### config.mk
export PLATFORM = sky130hd
export DESIGN_NAME = tbit_queue
export DESIGN_NICKNAME = d
export VERILOG_FILES = /design/src/hw/rtl/tbit_pkg.sv /design/src/hw/rtl/tbit_queue.sv
export VERILOG_INCLUDE_DIRS = /design/src /design/src/hw/rtl
export SDC_FILE = /design/constraint.sdc
export NUM_CORES = 1
export LEC_CHECK = 0
export CORE_AREA = 5 5 42 44
export DETAILED_ROUTE_END_ITERATION = 8
export DIE_AREA = 0 0 47 49
export DONT_BUFFER_PORTS = 1
export GPL_ROUTABILITY_DRIVEN = 0
export HOLD_SLACK_MARGIN = 0.03
export PLACE_DENSITY = 0.8
export SYNTH_ARGS = -nofsm -noshare
export SYNTH_HDL_FRONTEND = slang
export SYNTH_SLANG_ARGS = --single-unit
### constraint.sdc
create_clock -name clk_i -period 2.3 [get_ports clk_i]
set_input_delay 0 -clock clk_i [delete_from_list [all_inputs] [get_ports clk_i]]
set_output_delay 0 -clock clk_i [all_outputs]
set_load 0.005 [all_outputs]
### src/hw/rtl/top4_bone_influence_table_unit_assert.svh
// ---------------------------------------------------------------------------
// top4 bone influence table: assertion macros
// shared helpers for the concurrent checks in the rtl modules
// ---------------------------------------------------------------------------
`ifndef TOP4_BONE_INFLUENCE_TABLE_UNIT_ASSERT_SVH
`define TOP4_BONE_INFLUENCE_TABLE_UNIT_ASSERT_SVH

// same-cycle implication, sampled on clk_i, off during reset
`define TBIT_ASSERT_IMP(lbl, ante, cons) \
  lbl: assert property (@(posedge clk_i) disable iff (!rst_ni) (ante) |-> (cons)) \
    else $error("tbit check failed");

// next-cycle implication, sampled on clk_i, off during reset
`define TBIT_ASSERT_NXT(lbl, ante, cons) \
  lbl: assert property (@(posedge clk_i) disable iff (!rst_ni) (ante) |=> (cons)) \
    else $error("tbit check failed");

`endif

### src/hw/rtl/tbit_pkg.sv
// ---------------------------------------------------------------------------
// tbit_pkg
// types, constants and helpers shared by the bone influence table modules
// ---------------------------------------------------------------------------
package tbit_pkg;

  // fixed field widths
  localparam int VtxW  = 12;
  localparam int BoneW = 8;
  localparam int WtW   = 16;

  // weight 1.0 in unsigned q1.15
  localparam logic [WtW-1:0] WtOne = WtW'(1) << (WtW - 1);

  // result slots always shown at the output
  localparam int OutSlots = 4;

  // defaults for the top level parameters
  localparam int NumVerticesDef = 4096;
  localparam int SlotsDef       = 4;
  localparam int MaxBonesDef    = 256;

  // entries in the queue between front and back
  localparam int QueueDepth = 2;

  // reciprocal shift used for the vertex index reduction
  localparam int RecipShift = 24;

  typedef enum logic [0:0] {
    CMD_INSERT = 1'b0,
    CMD_READ   = 1'b1
  } cmd_e;

  typedef enum logic [1:0] {
    BK_CLEAR,
    BK_IDLE,
    BK_UPDATE
  } back_state_e;

  typedef struct packed {
    cmd_e             cmd;
    logic [VtxW-1:0]  vertex_index;
    logic [BoneW-1:0] bone_index;
    logic [WtW-1:0]   weight;
  } in_item_t;

  typedef struct packed {
    logic [BoneW-1:0] id_slot0;
    logic [BoneW-1:0] id_slot1;
    logic [BoneW-1:0] id_slot2;
    logic [BoneW-1:0] id_slot3;
    logic [WtW-1:0]   wt_slot0;
    logic [WtW-1:0]   wt_slot1;
    logic [WtW-1:0]   wt_slot2;
    logic [WtW-1:0]   wt_slot3;
  } out_item_t;

  // stored bone id width: enough for ids below max_bones, never above the field
  function automatic int id_width(input int max_bones);
    int w;
    if (max_bones >= (1 << BoneW)) begin
      w = BoneW;
    end else begin
      w = $clog2(max_bones);
    end
    return w;
  endfunction

  // address width of the vertex store
  function automatic int addr_width(input int num_vertices);
    int w;
    if (num_vertices > 1) begin
      w = $clog2(num_vertices);
    end else begin
      w = 1;
    end
    return w;
  endfunction

endpackage

### src/hw/rtl/tbit_queue.sv
// ---------------------------------------------------------------------------
// tbit_queue
// short fifo between the front and the back of the influence table
// ---------------------------------------------------------------------------
`include "top4_bone_influence_table_unit_assert.svh"

module tbit_queue #(
  parameter int Width = 8,
  parameter int Depth = tbit_pkg::QueueDepth
) (
  input  logic             clk_i,
  input  logic             rst_ni,
  input  logic             push_i,
  input  logic [Width-1:0] push_data_i,
  output logic             full_o,
  input  logic             pop_i,
  output logic             valid_o,
  output logic [Width-1:0] data_o
);

  localparam int PtrW = (Depth > 1) ? $clog2(Depth) : 1;
  localparam int CntW = $clog2(Depth + 1);

  logic [Width-1:0] mem_q [Depth];
  logic [PtrW-1:0]  wr_ptr_q, wr_ptr_d;
  logic [PtrW-1:0]  rd_ptr_q, rd_ptr_d;
  logic [CntW-1:0]  cnt_q, cnt_d;

  assign full_o  = (cnt_q == CntW'(Depth));
  assign valid_o = (cnt_q != '0);
  assign data_o  = mem_q[rd_ptr_q];

  always_comb begin
    wr_ptr_d = wr_ptr_q;
    rd_ptr_d = rd_ptr_q;
    cnt_d    = cnt_q;
    if (push_i) begin
      wr_ptr_d = (wr_ptr_q == PtrW'(Depth - 1)) ? '0 : wr_ptr_q + PtrW'(1);
    end
    if (pop_i) begin
      rd_ptr_d = (rd_ptr_q == PtrW'(Depth - 1)) ? '0 : rd_ptr_q + PtrW'(1);
    end
    if (push_i && !pop_i) begin
      cnt_d = cnt_q + CntW'(1);
    end else if (!push_i && pop_i) begin
      cnt_d = cnt_q - CntW'(1);
    end
  end

  always_ff @(posedge clk_i or negedge rst_ni) begin
    if (!rst_ni) begin
      wr_ptr_q <= '0;
      rd_ptr_q <= '0;
      cnt_q    <= '0;
    end else begin
      wr_ptr_q <= wr_ptr_d;
      rd_ptr_q <= rd_ptr_d;
      cnt_q    <= cnt_d;
    end
  end

  always_ff @(posedge clk_i) begin
    if (push_i) begin
      mem_q[wr_ptr_q] <= push_data_i;
    end
  end

  // the front never writes a full queue, the back never reads an empty one
  `TBIT_ASSERT_IMP(a_no_overflow, cnt_q == CntW'(Depth), !push_i)
  `TBIT_ASSERT_IMP(a_no_underflow, cnt_q == '0, !pop_i)
  // fill count never goes past the depth
  `TBIT_ASSERT_IMP(a_cnt_range, 1'b1, cnt_q <= CntW'(Depth))

endmodule

## Word level (Yosys, flattened, before mapping)

Memories as Yosys holds them, arrays and structs flattened.
Cells that the tools add are included.

| word-level totals | value |
|---|---|
| register bits | 4 |
| latch bits | 0 |
| bits in writable memories | 16 |
| ROM bits | 0 |
| input port bits | 12 |
| output and inout port bits | 10 |
| word-level logic and storage cells | 21 |
| memories | 1 |

| operators by class | value |
|---|---|
| $add $sub $neg | 4 |
| multiply operators | 0 |
| divide/modulo/power cells | 0 |
| order comparisons | 0 |
| equality and inequality tests | 1 |
| shift operators | 0 |
| muxes and demuxes | 6 |
| bitwise gates (word level) | 0 |
| reduce and logical (&&, ||, !) cells | 6 |

Memories:

| name | words | bits a word | rd ports | clocked after Yosys merged registers in | wr ports | line | source |
|---|---|---|---|---|---|---|---|
| mem_q | 2 | 8 | 1 | 0 | 1 | tbit_queue.sv:24 | `logic [Width-1:0] mem_q [Depth];` |

Operators with widths:

| cell | number |
|---|---|
| $mux W1 | 4 |
| $mux W2 | 2 |
| $reduce_bool A2 Y1 | 2 |
| $add A1 B1 Y1 const B | 2 |
| $add A2 B1 Y2 const B | 1 |
| $eq A2 B2 Y1 const B | 1 |
| $logic_and A1 B1 Y1 | 2 |
| $logic_not A1 Y1 | 2 |
| $sub A2 B1 Y2 const B | 1 |

## Depth between registers and ports, before layout

Gate-level depths: netlist of run 1.

| depth | value |
|---|---|
| depth after elaboration | 4 |
| mapped depth | 5 |
| gate-level depth less buffers | 5 |

## Worst setup path before layout of run 1

No wires, ideal clock.

| timing | value |
|---|---|
| path kind | register to register |
| start | register wr_ptr_q |
| end | memory mem_q[0][0] (enable) |
| library setup time | 0.373 ns |
| data arrival time | 0.789 ns |
| required time | 1.927 ns |
| setup slack | 1.138 ns |
| cell stages (with the launch flop) | 2 |
| path buffers | 0 |
| period minus slack after synthesis | 1.162 ns |
| path through | dfrtp_1 > nor2b_1 |

RTL lines:

| element | line | source |
|---|---|---|
| start, declared | tbit_queue.sv:25 | `logic [PtrW-1:0] wr_ptr_q, wr_ptr_d;` |
| start signal, assigned | tbit_queue.sv:56 | `wr_ptr_q <= wr_ptr_d;` |
| end, declared | tbit_queue.sv:24 |  |

No word-level cell before the write port.

## Worst setup path in the final report of run 1

| timing | value |
|---|---|
| start | register wr_ptr_q |
| end | memory mem_q[0][7] (enable) |

No word-level cell before the write port.

==> flow_summary.yaml, run 1 <==
outcome:
  status: "finished clean"
clock_network:
  clkLatencyLatePin_ps: 290
  cts_buffers: 3
  path_clk_slew_ps: 100
  cts_max_level: 1
  clock_path_buffers: 2
  cts_tree: "built"
  root_buffer: "clkbuf_4"
  clock_sinks: 20
  post_cts_resize_count: 0
sta:
  period_minus_slack_ps: 1360
  tightest_slew_ps: 711
  setup-violations-final: 0
  setup_ws_ps: 939
  finalSetupTns_ps: 0
  hold_violations: 0
  timing.final.crit_share_pct: 59.2
  hold_ws_ps: 144
  clock_skew_ps: 1.35
  max_slew_margin_pct: 52.5
  slew_viol_final: 0
  grt_setup_unrepaired: "no"
  clock.fmax_mhz: 735
worst_hold_path:
  hold_depth: 1
  min_from: "push_i"
  hold_class: "in -> reg"
  whs_endpoint: "mem_q[0][4]"
drt:
  drc: 0
  ant_nets: 0
  wl_um: 1220
  vias_per_cell: 5.18
  vias: 373
  dr.pass1.iters: 2
  routedWlPerCell_um: 16.9
  initialDrtViolationCount: 1
flow_run:
  maxCapViolations: 0
setup_path:
  worstPathArrival_ps: 1290
  path_cells: "nor2b_1"
  crit_type: "reg -> reg"
  cpPeakStageDelay_ps: 580
  reg2reg_depth: 1
  start_kind: "flip-flop"
  critPathCaptureType: "flip-flop"
  slowest_stage: "nor2b_1"
  r2r_start: "wr_ptr_q"
  cp.buffers_inverters: 0
  critPathTopFamily: "simple AND/OR/NAND/NOR gates"
  required_ps: 2230
  ff2ff_setup_slack_ps: 940
  r2r_end: "mem_q[0][7]"
  crit_fanout: 8
yosys:
  synth_area_leaders: "edfxtp_1 (62%), dfrtp_1 (13%), mux2_2 (12%), xor2_1 (4.5%), ha_1 (1.6%)"
  yosys.area.top_type: "edfxtp_1"
  ys_types: 13
  syn_avg_cell_area_um2: 18.9
  synth.net_count: 54
  synth_seq_cells: 20
  ys_seq_area_share_pct: 75.1
  ys.warnings.count: 0
  yosysTopAreaCellShare_pct: 62.1
  syn_area_um2: 773
  synth_cells: 41
placement:
  numPortBuffers: 0
  preCtsSetupSlack_ps: 948
  dp_hpwl_um: 842
  dp.cells: 56
floorplanning:
  start_util_pct: 55.2
  dieWidth_um: 47
  io-pin-count: 22
  die-height_um: 49
  design.core.area_mm2: 0.00140
  die_area_mm2: 0.00230
  rows: 14
global_route:
  grt_pass1_vias: 419
  grt_max_degree: 12
  antenna_found_initial: 0
  grt_util_all_layers_pct: 11.9
  grt_pass1_wl_um: 1850
  overflow: 0
cells_and_area:
  multi_input_area_um2: 178
  instances_no_fill: 72
  areaGrowthSynthToFinish_pct: 21.4
  final_net_count: 70
  ff_latch_area_um2: 581
  drive_gt1_share_pct: 25.0
  diodes: 0
  fill_cells: 97
pwr:
  power.density_mw_per_mm2: 1040
  p_leak_nw: 0.348
  peakVddDrop_mv: 0.703
layout by cell type (no fill, tap or decap), types with 3 or more instances in the layout:
master          n
xor2_1          4
dlygate4sd3_1  12
mux2_2          8
dfrtp_1         4
clkbuf_4        3
edfxtp_1       16
area by class of cell:
| cell class | instances | area share, % |
|---|---|---|
| tap | 16 | 2.13 |
| clock buffer | 4 | 3.87 |
| sequential | 20 | 61.9 |
| multi-input combinational | 19 | 18.9 |
| timing repair buffer | 12 | 12.8 |
| inverter | 1 | 0.400 |
power breakdown:
part	internal [mW]	total, mW	switching [mW]	leakage (nW)
combinational	0.121	0.225	0.103	0.130
sequential	0.492	0.562	0.0704	0.197
clock	0.0964	0.194	0.0973	0.0210
total	0.710	0.981	0.271	0.348
per-stage QoR:
| step | cell area [µm²] | utilization (%) | power, mW |
|---|---|---|---|
| 6_report | 938 | 67.0 | 0.981 |
| 2_1_floorplan | 773 | - | 0.740 |
| 4_1_cts | 938 | 67.0 | 0.985 |
| 3_5_place_dp | 782 | 55.8 | 0.773 |
| 5_1_grt | 938 | 67.0 | 1.03 |
| 3_3_place_gp | 782 | 55.8 | 0.755 |
synth_stat cells:
master / number
xor2_1: 4
buf_6: 1
ha_1: 1
nor2b_1: 1
inv_1: 1
edfxtp_1: 16
and2_1: 1
nor2_1: 1
and2b_2: 1
xnor2_1: 1
dfrtp_1: 4
mux2_2: 8
or2_2: 1
metal layers:
| layer | GRT usage (%) | wire, µm | vias up |
|---|---|---|---|
| met5 | 0 | 0 | - |
| met4 | 5.53 | 13 | 0 |
| met3 | 5.17 | 97 | 2 |
| met2 | 20.4 | 702 | 15 |
| met1 | 11.6 | 407 | 177 |
| li1 | - | - | 179 |
cells by family after synthesis:
family | Yosys count | synth area share [%]
buffers and inverters | 2 | 1.94
xor gates and xnor gates | 5 | 5.66
muxes | 8 | 11.7
DFF | 20 | 75.1
adders and majority gates | 1 | 1.62
and+or+nand+nor | 5 | 4.05
repair_timing:
item                                   in CTS  in global routing
endpoints found under the hold margin      23                  0
hold buffers                               12                  0
setup endpoints to repair                   0                  0
setup buffers                               0                  0
flip-flops by register name (all words and copies together) (netlist names):
register	flops
mem_q	16
wr_ptr_q	1
rd_ptr_q	1
cnt_q	2
how the worst max path moves through the flow:
| stage | depth (start not counted) | from | end |
|---|---|---|---|
| after CTS | 1 | wr_ptr_q | mem_q[0][7] |
| after global placement | 1 | wr_ptr_q | mem_q[0][4] |
| after floorplan | 1 | wr_ptr_q | mem_q[0][0] |
| after global routing | 1 | wr_ptr_q | mem_q[0][6] |
| final | 1 | wr_ptr_q | mem_q[0][7] |
| after detailed placement | 1 | wr_ptr_q | mem_q[0][5] |
(Power assumes the default switching activity.)
==> inputs of run 2 (changes only) <==
- CORE_AREA: 5 5 42 44 -> unset
- CORE_MARGIN: unset -> 5
- CORE_UTILIZATION: unset -> 52
- DIE_AREA: 0 0 47 49 -> unset
- PLACE_DENSITY: 0.8 -> 0.76
- clock period: 2.3 -> 1.2 ns (I/O delays scaled with it)
==> run 2 against run 1 <==
Against the previous run: flip-flop and latch count stayed put; sequential power up 90%; combinational power rose by 88%; setup slack worse by 890 ps; count of clock-buffer cells in the layout is the same; largest cell class unchanged; highest routed layer is now met3.
==> flow_summary.yaml, run 2 (synthesized netlist as in run 1, its figures left out) <==
drt:
  drc: 0
  wl_um: 1140
  ant_nets: 0
  routedWlPerCell_um: 15.7
  dr.pass1.iters: 2
  vias_per_cell: 4.99
  vias: 364
  initialDrtViolationCount: 11
global_route:
  overflow: 0
  grt_pass1_wl_um: 1790
  grt_max_degree: 12
  grt_use_met1_pct: 10.5
  grt_util_met3_pct: 1.84
  grt_pass1_vias: 412
  antenna_found_initial: 0
  grt_busiest_layer: "met2"
  grt_util_all_layers_pct: 10.1
  globalRouteMet2Util_pct: 18.9
sta:
  hold_violations: 0
  timing.final.crit_share_pct: 95.5
  setup-violations-final: 0
  slew_viol_final: 0
  period_minus_slack_ps: 1150
  clock.fmax_mhz: 873
  clock_skew_ps: 8.22
  tightest_slew_ps: 369
  hold_ws_ps: 123
  max_slew_margin_pct: 75.4
  finalSetupTns_ps: 0
  grt_setup_unrepaired: "no"
setup_path:
  required_ps: 1200
  start_kind: "flip-flop"
  crit_type: "reg -> out"
  r2r_start: "wr_ptr_q"
  slowest_stage: "dfrtp_2"
  cp-startpoint: "rd_ptr_q"
  worstPathArrival_ps: 1150
  critPathCaptureType: "primary output"
  cpPeakStageDelay_ps: 490
  crit_fanout: 9
  critPathTopFamily: "flip-flops"
  path_cells: "mux2_2"
  cp.buffers_inverters: 0
cells_and_area:
  mostFrequentLayoutCells: "edfxtp_1 (16), dlygate4sd3_1 (12), mux2_2 (8)"
  drive_gt1_share_pct: 26.3
  final_net_count: 71
  mostFrequentLayoutCell: "edfxtp_1"
  regMostFlops: "mem_q"
  largest_register_ffs: 16
  areaGrowthSynthToFinish_pct: 21.2
  diodes: 0
  fill_cells: 109
  reg_top3: "mem_q (16), cnt_q (2)"
outcome:
  status: "finished clean"
clock_network:
  clock_sinks: 20
  cts_max_level: 1
  post-cts-setup-buffers: 0
  path_clk_slew_ps: 100
  clkLatencyLatePin_ps: 290
  clock_path_buffers: 2
  cts_tree: "built"
  root_buffer: "clkbuf_4"
  cts_buffers: 3
floorplanning:
  die_area_mm2: 0.00236
  io-pin-count: 22
  start_util_pct: 53.2
  dieWidth_um: 48.6
  die-height_um: 48.6
  design.core.area_mm2: 0.00145
  rows: 14
worst_hold_path:
  hold_class: "in -> reg"
  min_from: "push_i"
placement:
  numPortBuffers: 0
  dp_hpwl_um: 823
pwr:
  power.density_mw_per_mm2: 1920
  peakVddDrop_mv: 1.16
  p_leak_nw: 0.346
  power_mw: 1.80
flow_run:
  maxCapViolations: 0
==> run 2: cell count changes in the layout (fill, tap and decap cells not counted), sizes merged <==
cell / delta
buf: +1
==> run 2: cell type report <==
| cell class | instances | area (µm²) | share of cell area, % |
|---|---|---|---|
| clock buffers | 4 | 26.3 | 2.80 |
| inverters | 1 | 3.75 | 0.401 |
| multi-input cells | 19 | 178 | 19.0 |
| flip-flops and latches | 20 | 582 | 62.1 |
| well taps | 16 | 20.0 | 2.14 |
| repair buffers | 13 | 128 | 13.6 |
==> run 2: worst paths after layout <==
| kind | to | slack, ps | depth (start not counted) |
|---|---|---|---|
| min in group asynchronous | cnt_q[0] | 500 | 2 |
| min | mem_q[0][4] | 120 | 2 |
| max | data_o[0] | 50 | 1 |
| max in group asynchronous | rd_ptr_q | 520 | 2 |
| max reg2reg | mem_q[1][1] | 110 | 1 |
| min reg2reg | cnt_q[1] | 490 | 1 |
==> run 2: what timing repair did <==
action / CTS / global route
endpoints found under the setup margin: 8 / 0
hold endpoints to repair: 23 / 0
resized for setup: 1 / 0
hold buffers: 12 / 0
==> run 2: per-layer routing <==
layer / up-vias / part of all wire (%) / wire length [µm]
li1: 179 / - / -
met1: 175 / 36 / 412
met2: 10 / 60 / 686
met3: 0 / 3.8 / 44
met4: 0 / 0 / 0
met5: - / 0 / 0
==> run 2: through the flow <==
stage | cells | worst slack [ps] | utilization, % | area [µm²]
global route | 73 | 11.3 | 64.5 | 937
global placement | 57 | 159 | 54.3 | 790
detailed placement | 57 | 97.1 | 54.3 | 790
finish | 73 | 54.1 | 64.5 | 937
floorplan | 41 | 38.3 | - | 773
CTS | 73 | 25.5 | 64.5 | 937
==> run 2: report_power, final <==
| part | internal [mW] | switching (mW) | total, mW |
|---|---|---|---|
| registers | 0.947 | 0.128 | 1.07 |
| clock network | 0.129 | 0.174 | 0.303 |
| logic | 0.244 | 0.181 | 0.424 |
| total | 1.32 | 0.483 | 1.80 |
