<file path="src/hw/rtl/top4_bone_influence_table_unit_assert.svh">
// ---------------------------------------------------------------------------
// top4 bone influence table: assertion macros
// shared helpers for the concurrent checks in the rtl modules
// ---------------------------------------------------------------------------
`ifndef TOP4_BONE_INFLUENCE_TABLE_UNIT_ASSERT_SVH
`define TOP4_BONE_INFLUENCE_TABLE_UNIT_ASSERT_SVH

// same-cycle implication, sampled on clk_i, off during reset
`define TBIT_ASSERT_IMP(lbl, ante, cons) \
  lbl: assert property (@(posedge clk_i) disable iff (!rst_ni) (ante) |-> (cons)) \
    else $error("tbit check failed");

// next-cycle implication, sampled on clk_i, off during reset
`define TBIT_ASSERT_NXT(lbl, ante, cons) \
  lbl: assert property (@(posedge clk_i) disable iff (!rst_ni) (ante) |=> (cons)) \
    else $error("tbit check failed");

`endif

</file>
<file path="src/hw/rtl/tbit_pkg.sv">
// ---------------------------------------------------------------------------
// tbit_pkg
// types, constants and helpers shared by the bone influence table modules
// ---------------------------------------------------------------------------
package tbit_pkg;

  // fixed field widths
  localparam int VtxW  = 12;
  localparam int BoneW = 8;
  localparam int WtW   = 16;

  // weight 1.0 in unsigned q1.15
  localparam logic [WtW-1:0] WtOne = WtW'(1) << (WtW - 1);

  // result slots always shown at the output
  localparam int OutSlots = 4;

  // defaults for the top level parameters
  localparam int NumVerticesDef = 4096;
  localparam int SlotsDef       = 4;
  localparam int MaxBonesDef    = 256;

  // entries in the queue between front and back
  localparam int QueueDepth = 2;

  // reciprocal shift used for the vertex index reduction
  localparam int RecipShift = 24;

  typedef enum logic [0:0] {
    CMD_INSERT = 1'b0,
    CMD_READ   = 1'b1
  } cmd_e;

  typedef enum logic [1:0] {
    BK_CLEAR,
    BK_IDLE,
    BK_UPDATE
  } back_state_e;

  typedef struct packed {
    cmd_e             cmd;
    logic [VtxW-1:0]  vertex_index;
    logic [BoneW-1:0] bone_index;
    logic [WtW-1:0]   weight;
  } in_item_t;

  typedef struct packed {
    logic [BoneW-1:0] id_slot0;
    logic [BoneW-1:0] id_slot1;
    logic [BoneW-1:0] id_slot2;
    logic [BoneW-1:0] id_slot3;
    logic [WtW-1:0]   wt_slot0;
    logic [WtW-1:0]   wt_slot1;
    logic [WtW-1:0]   wt_slot2;
    logic [WtW-1:0]   wt_slot3;
  } out_item_t;

  // stored bone id width: enough for ids below max_bones, never above the field
  function automatic int id_width(input int max_bones);
    int w;
    if (max_bones >= (1 << BoneW)) begin
      w = BoneW;
    end else begin
      w = $clog2(max_bones);
    end
    return w;
  endfunction

  // address width of the vertex store
  function automatic int addr_width(input int num_vertices);
    int w;
    if (num_vertices > 1) begin
      w = $clog2(num_vertices);
    end else begin
      w = 1;
    end
    return w;
  endfunction

endpackage

</file>
<file path="src/hw/rtl/tbit_front.sv">
// ---------------------------------------------------------------------------
// tbit_front
// accepts items, saturates the weight, classifies insert or read and
// reduces the vertex index to a store address
// ---------------------------------------------------------------------------
module tbit_front #(
  parameter int NUM_VERTICES = tbit_pkg::NumVerticesDef,
  parameter int MAX_BONES    = tbit_pkg::MaxBonesDef
) (
  input  logic                 clk_i,
  input  logic                 rst_ni,
  input  logic                 in_valid_i,
  output logic                 in_stall_o,
  input  tbit_pkg::in_item_t   in_item_i,
  input  logic                 block_i,
  input  logic                 q_full_i,
  output logic                 q_push_o,
  output logic [1 + tbit_pkg::addr_width(NUM_VERTICES) + tbit_pkg::id_width(MAX_BONES)
                + tbit_pkg::WtW - 1:0] q_data_o
);

  localparam int AW     = tbit_pkg::addr_width(NUM_VERTICES);
  localparam int IdW    = tbit_pkg::id_width(MAX_BONES);
  localparam int VtxW   = tbit_pkg::VtxW;
  localparam int WtW    = tbit_pkg::WtW;
  localparam int RecipW = tbit_pkg::RecipShift + 1;
  localparam int ProdW  = VtxW + RecipW;
  localparam logic [RecipW-1:0] Recip =
    RecipW'((64'd1 << tbit_pkg::RecipShift) / NUM_VERTICES);

  // stage a: captured item and reciprocal product
  logic             a_valid_q;
  logic             a_ins_q;
  logic [IdW-1:0]   a_bone_q;
  logic [WtW-1:0]   a_wt_q;
  logic [VtxW-1:0]  a_vtx_q;
  logic [ProdW-1:0] a_prod_q;

  logic             take;
  logic [ProdW-1:0] prod_d;
  logic [VtxW-1:0]  quot;
  logic [31:0]      quot_c;
  logic [VtxW-1:0]  rem_raw;
  logic [VtxW-1:0]  rem_fix;

  assign in_stall_o = block_i || (a_valid_q && q_full_i);
  assign take       = !in_stall_o;
  assign prod_d     = ProdW'(in_item_i.vertex_index) * ProdW'(Recip);

  always_ff @(posedge clk_i or negedge rst_ni) begin
    if (!rst_ni) begin
      a_valid_q <= 1'b0;
    end else if (take) begin
      a_valid_q <= in_valid_i;
    end
  end

  always_ff @(posedge clk_i) begin
    if (take && in_valid_i) begin
      a_ins_q  <= (in_item_i.cmd == tbit_pkg::CMD_INSERT) &&
                  (32'(in_item_i.bone_index) < 32'(MAX_BONES));
      a_bone_q <= IdW'(in_item_i.bone_index);
      a_wt_q   <= (in_item_i.weight > tbit_pkg::WtOne) ? tbit_pkg::WtOne
                                                       : in_item_i.weight;
      a_vtx_q  <= in_item_i.vertex_index;
      a_prod_q <= prod_d;
    end
  end

  // stage b: remainder from the estimated quotient, at most one correction
  always_comb begin
    quot    = VtxW'(a_prod_q >> tbit_pkg::RecipShift);
    quot_c  = 32'(quot) * 32'(NUM_VERTICES);
    rem_raw = a_vtx_q - VtxW'(quot_c);
    if (32'(rem_raw) >= 32'(NUM_VERTICES)) begin
      rem_fix = rem_raw - VtxW'(NUM_VERTICES);
    end else begin
      rem_fix = rem_raw;
    end
  end

  assign q_push_o = a_valid_q && !q_full_i;
  assign q_data_o = {a_ins_q, AW'(rem_fix), a_bone_q, a_wt_q};

endmodule

</file>
<file path="config.mk">
export PLATFORM = sky130hd
export DESIGN_NAME = tbit_front
export DESIGN_NICKNAME = d
export VERILOG_FILES = /design/src/hw/rtl/top4_bone_influence_table_unit_assert.svh /design/src/hw/rtl/tbit_pkg.sv /design/src/hw/rtl/tbit_front.sv
export SDC_FILE = /design/constraint.sdc
export NUM_CORES = 1
export LEC_CHECK = 0
export BUFFER_PORTS_ARGS = -buffer_cell sky130_fd_sc_hd__buf_2
export CORE_MARGIN = 2
export CORE_UTILIZATION = 41
export DETAILED_ROUTE_END_ITERATION = 10
export PLACE_DENSITY = 0.77
export SKIP_LAST_GASP = 1
export SLEW_MARGIN = 0
export SYNTH_ARGS = -nofsm -noshare
export SYNTH_HDL_FRONTEND = slang
export SYNTH_SLANG_ARGS = --single-unit
</file>
<file path="constraint.sdc">
create_clock -name clk_i -period 3.3 [get_ports clk_i]
set_clock_uncertainty 0.05 [all_clocks]
set_input_delay 0.66 -clock clk_i [delete_from_list [all_inputs] [get_ports clk_i]]
set_output_delay 0.66 -clock clk_i [all_outputs]
set_load 0.1 [all_outputs]
</file>
Yosys cells after proc, flatten, opt, wreduce, memory -nomap -nowiden
Index checks and enable logic that the tools add are counted.

word-level totals
  memory bits (read-only) = 0
  memories = 0
  word-level logic and storage cells = 13
  input bits = 42
  memory bits (writable) = 0
  latch bits = 0
  bits in registers = 38
  output and inout port bits = 39

operators by class
  multipliers = 0
  $lt $le $gt $ge = 1
  bitwise gates (word level) = 1
  div/mod/pow operators = 0
  reduce and logical (&&, ||, !) cells = 6
  $add $sub $neg = 0
  equal/unequal tests = 0
  shifts and indexed selects = 0
  multiplexer cells = 0

operators with widths
  kind                                                    count
  16-bit greater-than comparator (second input constant)  1
  1-bit logical AND                                       3
  1-bit logical NOT                                       2
  1-bit logical OR                                        1
  1-bit NOT                                               1

Logic depth before layout (Yosys ltp)
Gate-level depths: netlist of run 1.

  depth in word-level cells = 4
  depth in mapped cells = 2
  depth with buffers taken out = 2

Worst setup path after synthesis of run 1
No wires, ideal clock.

  path type = in2reg
  from = in block_i
  to = reg a_bone_q[0] (enable)
  stages on the path = 2
  buffers on the path = 0
  arrival = 2.636 ns
  slack = 0.170 ns
  data required time = 2.806 ns
  setup time = 0.444 ns
  cell sequence = nand2b_1 a21oi_1

between the ends
  cells in the longest elaborated chain, start to end = 3

ends and longest elaborated chain
  item                  RTL line          source
  start, declared       tbit_front.sv:15  input logic block_i,
  1-bit logical OR      tbit_front.sv:46  assign in_stall_o = block_i || (a_valid_q && q_full_i);
  1-bit logical NOT     tbit_front.sv:47  assign take = !in_stall_o;
  1-bit logical AND     tbit_front.sv:59  if (take && in_valid_i) begin
  end signal, assigned  tbit_front.sv:62  a_bone_q <= IdW'(in_item_i.bone_index);
  end, declared         tbit_front.sv:34  logic [IdW-1:0] a_bone_q;

Every way passes these cells.
A chain may end at the register's enable or synchronous reset.

Worst setup path in the final report of run 1
  from = reg a_valid_q
  to = out q_push_o

between the ends
  cells in the longest elaborated chain, start to end = 1

ends and longest elaborated chain
  item                    RTL line          source
  start, declared         tbit_front.sv:32  logic a_valid_q;
  start signal, assigned  tbit_front.sv:54  a_valid_q <= in_valid_i;
  1-bit logical AND       tbit_front.sv:82  assign q_push_o = a_valid_q && !q_full_i;
  end, declared           tbit_front.sv:17  output logic q_push_o,

Every way passes these cells.

==> results of run 1 <==
## power by group
| part | internal [uW] | switching (uW) | leakage, uW |
|---|---|---|---|
| clock | 80.0 | 132 | 0.0000297 |
| sequential | 555 | 6.38 | 0.000358 |
| combinational | 40.5 | 179 | 0.000399 |
| total | 675 | 318 | 0.000787 |
## cell usage after synthesis
library cell / number
edfxtp_1: 37
and2b_2: 5
nand2_1: 1
buf_4: 1
inv_1: 1
nor2b_2: 7
dfrtp_1: 1
nand2b_1: 1
nor2b_1: 4
a21o_1: 1
a21oi_1: 1
o21ai_0: 1
buf_6: 1
clkbuf_1: 1
## layer usage
layer	share of wire	track usage	vias to the layer above
li1	-	-	395
met1	0.37	0.134	359
met2	0.45	0.221	61
met3	0.14	0.0554	7
met4	0.032	0.112	0
met5	0	0	-
## cells by family after synthesis
kind of cell           share of synthesized area
AO/OA/AOI/OAI                             0.0133
buffers and inverters                     0.0199
flip-flops                                 0.861
AND/OR/NAND/NOR                            0.106
## critical path: stages (launching register included)
cell	delay [ns]
dfrtp_1	0.43
nor2b_1	0.14
buf_2	0.42
## cell usage in the layout (no fill, tap or decap)
cell / instances
buf_4: 1
nor2b_1: 4
buf_2: 80
inv_1: 1
nand2b_1: 1
clkbuf_1: 1
o21ai_0: 1
clkinv_1: 1
nor2b_2: 7
a21o_1: 1
dfrtp_1: 1
edfxtp_1: 37
nand2_1: 1
clkinv_2: 1
and2b_2: 5
clkbuf_4: 5
a21oi_4: 1
## stage by stage
step                cell area [sq um]  setup slack, ns  hold WS (ns)
floorplan                        1320            0.170         0.314
global placement                 1770             1.17         0.385
detailed placement               1770             1.12         0.386
CTS                              1820             1.25        0.0282
global route                     1820             1.20        0.0115
finish                           1820             1.27        0.0357
## sequential cells by signal (all words and copies together) (netlist names)
| name | count |
|---|---|
| a_valid_q | 1 |
| a_wt_q | 16 |
| a_bone_q | 8 |
| a_vtx_q | 12 |
| a_ins_q | 1 |
## layout make-up
cell class              instances  area, sq um  share of cell area
inverters                       1         3.75             0.00206
clock buffers                   6         41.3              0.0227
clock inverters                 2         8.76             0.00481
multi-input cells              21          169              0.0927
well taps                      44         55.1              0.0302
flip-flops and latches         38         1140               0.624
repair buffers                 81          408               0.224
## worst max-delay path by stage
stage / depth (start not counted) / endpoint / slack [ns] / start
6_report: 2 / q_push_o / 1.27 / a_valid_q
5_1_grt: 2 / q_push_o / 1.20 / a_valid_q
4_1_cts: 2 / q_push_o / 1.25 / a_valid_q
3_5_place_dp: 4 / a_wt_q[10] / 1.12 / block_i
3_3_place_gp: 4 / a_wt_q[14] / 1.17 / block_i
2_1_floorplan: 2 / a_bone_q[0] / 0.17 / block_i
==> impl_results.md, run 1 <==
* GPL Wtd Cong at 0.651
* Status: complete, no violations
* ANT nets after route at 0
* Total power at 993 uW
* Yosys reg bits at 38
* Non-filler instance count after layout at approximately 190
* First-pass GRT wire length at about 3.3 mm
* Fmax at approximately 0.5 GHz
* Fin crit period at between 2 and 2.5 ns
* Post-CTS Setup Inserts at 0
* Gate Count Post-Synth at 63
* Worst Path Arrival at around 1.3 ns
* Syn Area/Cell at roughly 21 sq um
* Max_cap viols at 0
* CTS H-tree lvls at 2
* Reg2reg path depth at 2
* Root Driver: clkbuf_4
* Setup violators final at 0
* Post-synthesis net count at approximately 110
* Critical path launch point type: register
* Sequential share of the synthesized area at 0.861
* Largest area contributor in the netlist: edfxtp_1
* TritonCTS buffer count at 5
* Placed cells at 185
* Gr usage total at 0.136
* Total gr overflow at 0
* Final hold viol count at 0
* Crit path kind: reg2out
* Width of the die at 60.7 microns
* Area delta synth->final at 38.0%
* CTS tree: built
* Row cnt at 20
* PwrDens at 545 nW/um^2
* Worst-path clk slew at 0.09 ns
* Fin util at 0.597
* Vias in the first global route at 789
* Worst skew pair latency at 0.32 ns
* Crit path max fanout at 4
* Worst Tran Pin Value at approximately 0.56 ns
* Fill count at 266
* Largest net degree at the start of global routing at 20
* Die Ht at ~61 microns
* Synth warnings at 0
* Number of I/O port buffers at 80
* Cell area after synthesis at 1320 sq um
* Routed vias/inst at 4.26
* Slew Limit Fails at 0
* Req. time, crit path at 2.59 ns
* IR drop worst, VDD at 0.200 mV
* RSZ-0062 raised after global routing: false
* FF-to-FF End: a_wt_q[9]
* Area contributors post-synth: edfxtp_1 84%, nor2b_2 4.6%, and2b_2 3.3%, dfrtp_1 1.9%, nor2b_1 1.9%
* Drt pass-1 iters at 3
* IO Pins at between 80 and 90
* Routed WL per cell at about 12 microns
* Share of cells above drive strength 1 at 0.671
* Leak pwr at 0.000787 uW
* CTS Buffer Depth at 2
* Post-synthesis cell type count at 14
* Final Cycle Share at 0.616
* DR vias at 822
* FF-to-FF Start: a_valid_q
* Post-CTS Hold Buffers at 0
* Share of the synthesized area in the top cell type at 0.842
* Nets@finish at 190
* Worst hold path type: in2async
* Initial Util at 0.432
* ANT cells at 0
* Clk sink count at 38
* # resized after CTS at 0
* Initial DRC Count at 11
* Core area at 3050 sq um
* Initial antenna violation count at 0
* Drt drc at 0
* Die area at about 3700 sq um
* CP Capture Type: primary output
* Final TNS setup at 0 ns
* Worst slew margin at 0.625
* R2R setup slack at approximately 1.7 ns
* WL final at 2.36 mm
No activity file was read; power rests on OpenSTA's default activity.
==> inputs of run 2 (changes only) <==
--- a/config.mk
+++ b/config.mk
@@ -5,11 +5,12 @@
 export SDC_FILE = /design/constraint.sdc
 export NUM_CORES = 1
 export LEC_CHECK = 0
+export ABC_AREA = 1
 export BUFFER_PORTS_ARGS = -buffer_cell sky130_fd_sc_hd__buf_2
 export CORE_MARGIN = 2
-export CORE_UTILIZATION = 41
+export CORE_UTILIZATION = 43
 export DETAILED_ROUTE_END_ITERATION = 10
-export PLACE_DENSITY = 0.77
+export PLACE_DENSITY = 0.78
 export SKIP_LAST_GASP = 1
 export SLEW_MARGIN = 0
 export SYNTH_ARGS = -nofsm -noshare
==> constraint.sdc (replaced) <==
create_clock -name clk_i -period 1.94 [get_ports clk_i]
set_clock_uncertainty 0.05 [all_clocks]
set_input_delay 0.388 -clock clk_i [delete_from_list [all_inputs] [get_ports clk_i]]
set_output_delay 0.388 -clock clk_i [all_outputs]
set_load 0.1 [all_outputs]
==> run 2 against run 1 <==
  * Register-to-register slack lost 1.1 ns
  * Core utilization grew 1.3 points
  * Global-route usage grew 1.1 points
  * Via count grew 20%
  * Combinational power grew 96%
==> impl_results.md, run 2 <==
* Status: complete, no violations (unchanged)
* Leak pwr at 0.000910 uW (was 0.000787 uW)
* Sequential share of the synthesized area at 0.771 (was 0.861)
* Cell with the most instances after synthesis: edfxtp_1 (unchanged)
* Worst Path Arrival at 1.33 ns (was 1.32 ns)
* Final hold viol count at 0 (unchanged)
* Most frequent cells after synthesis: 37 x edfxtp_1, 18 x inv_1, 9 x a21oi_2, 9 x nor2_1, 5 x a21oi_1 (was 37 x edfxtp_1, 7 x nor2b_2, 5 x and2b_2)
* CP Capture Type: primary output (unchanged)
* Die area at 3910 sq um (was 3690 sq um)
* Width of the die at 62.5 microns (was 60.7 microns)
* Hold Worst Slack at 0.170 ns (was 0.0357 ns)
* Initial antenna violation count at 0 (unchanged)
* Post-DP HPWL at ~2 mm
* Routed vias/inst at 4.30 (was 4.26)
* Largest delay share family, worst path: buffers and inverters (was flip-flops)
* WL final at 2.66 mm (was 2.36 mm)
* Area delta synth->final at 36.8% (was 38.0%)
* PwrDens at 939 nW/um^2 (was 545 nW/um^2)
* Ys flop type: edfxtp_1 (unchanged)
* Clk sink count at 38 (unchanged)
* Gate Count Post-Synth at 97 (was 63)
* Row cnt at 21 (was 20)
* Max_cap viols at 0 (unchanged)
* ANT nets after route at 0 (unchanged)
* Setup violators final at 0 (unchanged)
* Root Driver: clkbuf_4 (unchanged)
* Crit path kind: reg2out (unchanged)
* TritonCTS buffer count at 5 (unchanged)
* Crit path max fanout at 4 (unchanged)
* Drt drc at 0 (unchanged)
* Most frequent cells in the layout: 80 x buf_2, 37 x edfxtp_1, 18 x inv_1 (was 80 x buf_2, 37 x edfxtp_1, 7 x nor2b_2)
* Worst-path clk slew at 0.11 ns (was 0.09 ns)
* Core area at 3310 sq um (was 3050 sq um)
* First-pass GRT wire length at 4.31 mm (was 3.33 mm)
* Largest registers: a_wt_q: 16 flops, a_vtx_q: 12 flops, a_bone_q: 8 flops (unchanged)
* Vias in the first global route at 969 (was 789)
* Syn Area/Cell at 15.2 sq um (was 21.0 sq um)
* CTS Buffer Depth at 2 (unchanged)
* Cell area after synthesis at 1470 sq um (was 1320 sq um)
* Largest Register: a_wt_q (unchanged)
* Gr usage total at 0.147 (was 0.136)
* Slowest CP cell: buf_2 (was dfrtp_1)
* Area contributors post-synth: edfxtp_1 75%, a21oi_2 5.3%, inv_1 4.6%, nor2_1 2.3%, a21oi_1 1.7% (was edfxtp_1 84%, nor2b_2 4.6%, and2b_2 3.3%, dfrtp_1 1.9%, nor2b_1 1.9%)
* Max reg flops at 16 (unchanged)
* Share of the synthesized area in the top cell type at 0.754 (was 0.842)
* Nets@finish at 224 (was 190)
* Slew Limit Fails at 0 (unchanged)
* Post-CTS Setup Inserts at 0 (unchanged)
* Worst skew pair latency at 0.33 ns (was 0.32 ns)
* DR vias at 984 (was 822)
* Post-synthesis cell type count at 19 (was 14)
* Ys async rst share at 0.0263 (unchanged)
* Cell Chain, Critical Path: a21o_2 -> buf_2 (was nor2b_1 -> buf_2)
* Routed WL per cell at 11.6 microns (was 12.2 microns)
* Final Cycle Share at 0.909
* ANT cells at 0 (unchanged)
* Req. time, crit path at 1.50 ns (was 2.59 ns)
* Number of I/O port buffers at 80 (unchanged)
* Synth warnings at 0 (unchanged)
* Max incr delay on CP at 0.43 ns (about the same)
* Worst slew margin at 0.668 (was 0.625)
* WP buf/inv at 1 (unchanged)
* Fmax at ~0.57 GHz
* Yosys reg bits at 38 (unchanged)
* Total gr overflow at 0 (unchanged)
* Worst hold path type: in2reg (was in2async)
* Fill count at 283 (was 266)
* Largest net degree at the start of global routing at 38 (was 20)
* CTS tree: built (unchanged)
* IO Pins at 81 (unchanged)
* Commonest non-fill, non-tap cell in the layout: buf_2 (unchanged)
* Initial Util at 0.445 (was 0.432)
* Drt pass-1 iters at 4 (was 3)
* IR drop worst, VDD at 0.316 mV (was 0.200 mV)
* # resized after CTS at 0 (unchanged)
* Share of cells above drive strength 1 at 0.585 (was 0.671)
* RSZ-0062 raised after global routing: false (unchanged)
* Worst Tran Pin Value at 0.502 ns (was 0.562 ns)
* Critical path launch point type: register (unchanged)
* Die Ht at 62.5 microns (was 60.7 microns)
* Final TNS setup at 0 ns (unchanged)
* Post-synthesis net count at 139 (was 105)
* Largest area contributor in the netlist: edfxtp_1 (unchanged)
* Number of enable flip-flop cells after synthesis at 37 (unchanged)
* Initial DRC Count at 53 (was 11)
* CTS H-tree lvls at 2 (unchanged)
* GPL Wtd Cong at 0.740 (was 0.651)
* Fin crit period at between 1.5 and 2 ns
run 2: what timing repair did:
| item | in CTS | in global routing |
|---|---|---|
| setup endpoints to repair | 0 | 0 |
| hold endpoints to repair | 1 | 0 |
| hold buffers | 1 | 0 |
run 2: cell families after synthesis:
family	after synthesis	synth area share
compound gates	17	0.0900
buf+inv	24	0.0747
flops	38	0.771
simple gates	18	0.0645
run 2: cell type report:
type	instances	area [sq um]	share of cell area
sequential	38	1140	0.563
timing repair buffer	83	438	0.217
multi-input combinational	35	239	0.118
inverter	19	71.3	0.0354
tap	46	57.6	0.0285
clock buffer	7	45.0	0.0223
clock inverter	1	30.0	0.0149
run 2: path summary, 6_finish.rpt:
kind	slack (ns)	startpoint	cells past startpoint	to
max reg2reg	0.57	a_valid_q	3	a_wt_q[0]
min	0.17	in_item_i[23]	1	a_bone_q[7]
max in group asynchronous	1.44	rst_ni	2	a_valid_q
min in group asynchronous	0.31	rst_ni	2	a_valid_q
min reg2reg	0.48	a_valid_q	2	a_valid_q
max	0.18	a_valid_q	2	in_stall_o
run 2: report_power, final:
part | internal [uW] | leakage [uW] | switching [uW]
clock | 273 | 0.0000395 | 231
combinational | 79.6 | 0.000511 | 352
sequential | 947 | 0.000360 | 9.51
total | 1300 | 0.000910 | 593
run 2: worst register-to-register path, stage by stage (launching register included):
cell	delay, ns
dfrtp_1	0.41
a21o_2	0.25
nor2_4	0.13
buf_12	0.22
run 2: through the flow:
stage,power [uW],utilization,setup WS (ns),instance area (sq um),std cells
final,1890,0.609,0.177,2020,229
after detailed placement,1410,0.584,0.423,1930,220
after global placement,1400,0.584,0.432,1930,220
after floorplan,1320,-,0.0353,1490,97
after CTS,1920,0.609,0.155,2020,229
after global routing,1970,0.609,0.0995,2020,229
run 2: routing by layer:
metal	track usage	up-vias	routed length [microns]
met3	0.0667	5	269
met2	0.259	56	1330
met4	0.0667	0	53
met1	0.148	430	1000
met5	0	-	0
li1	-	493	-
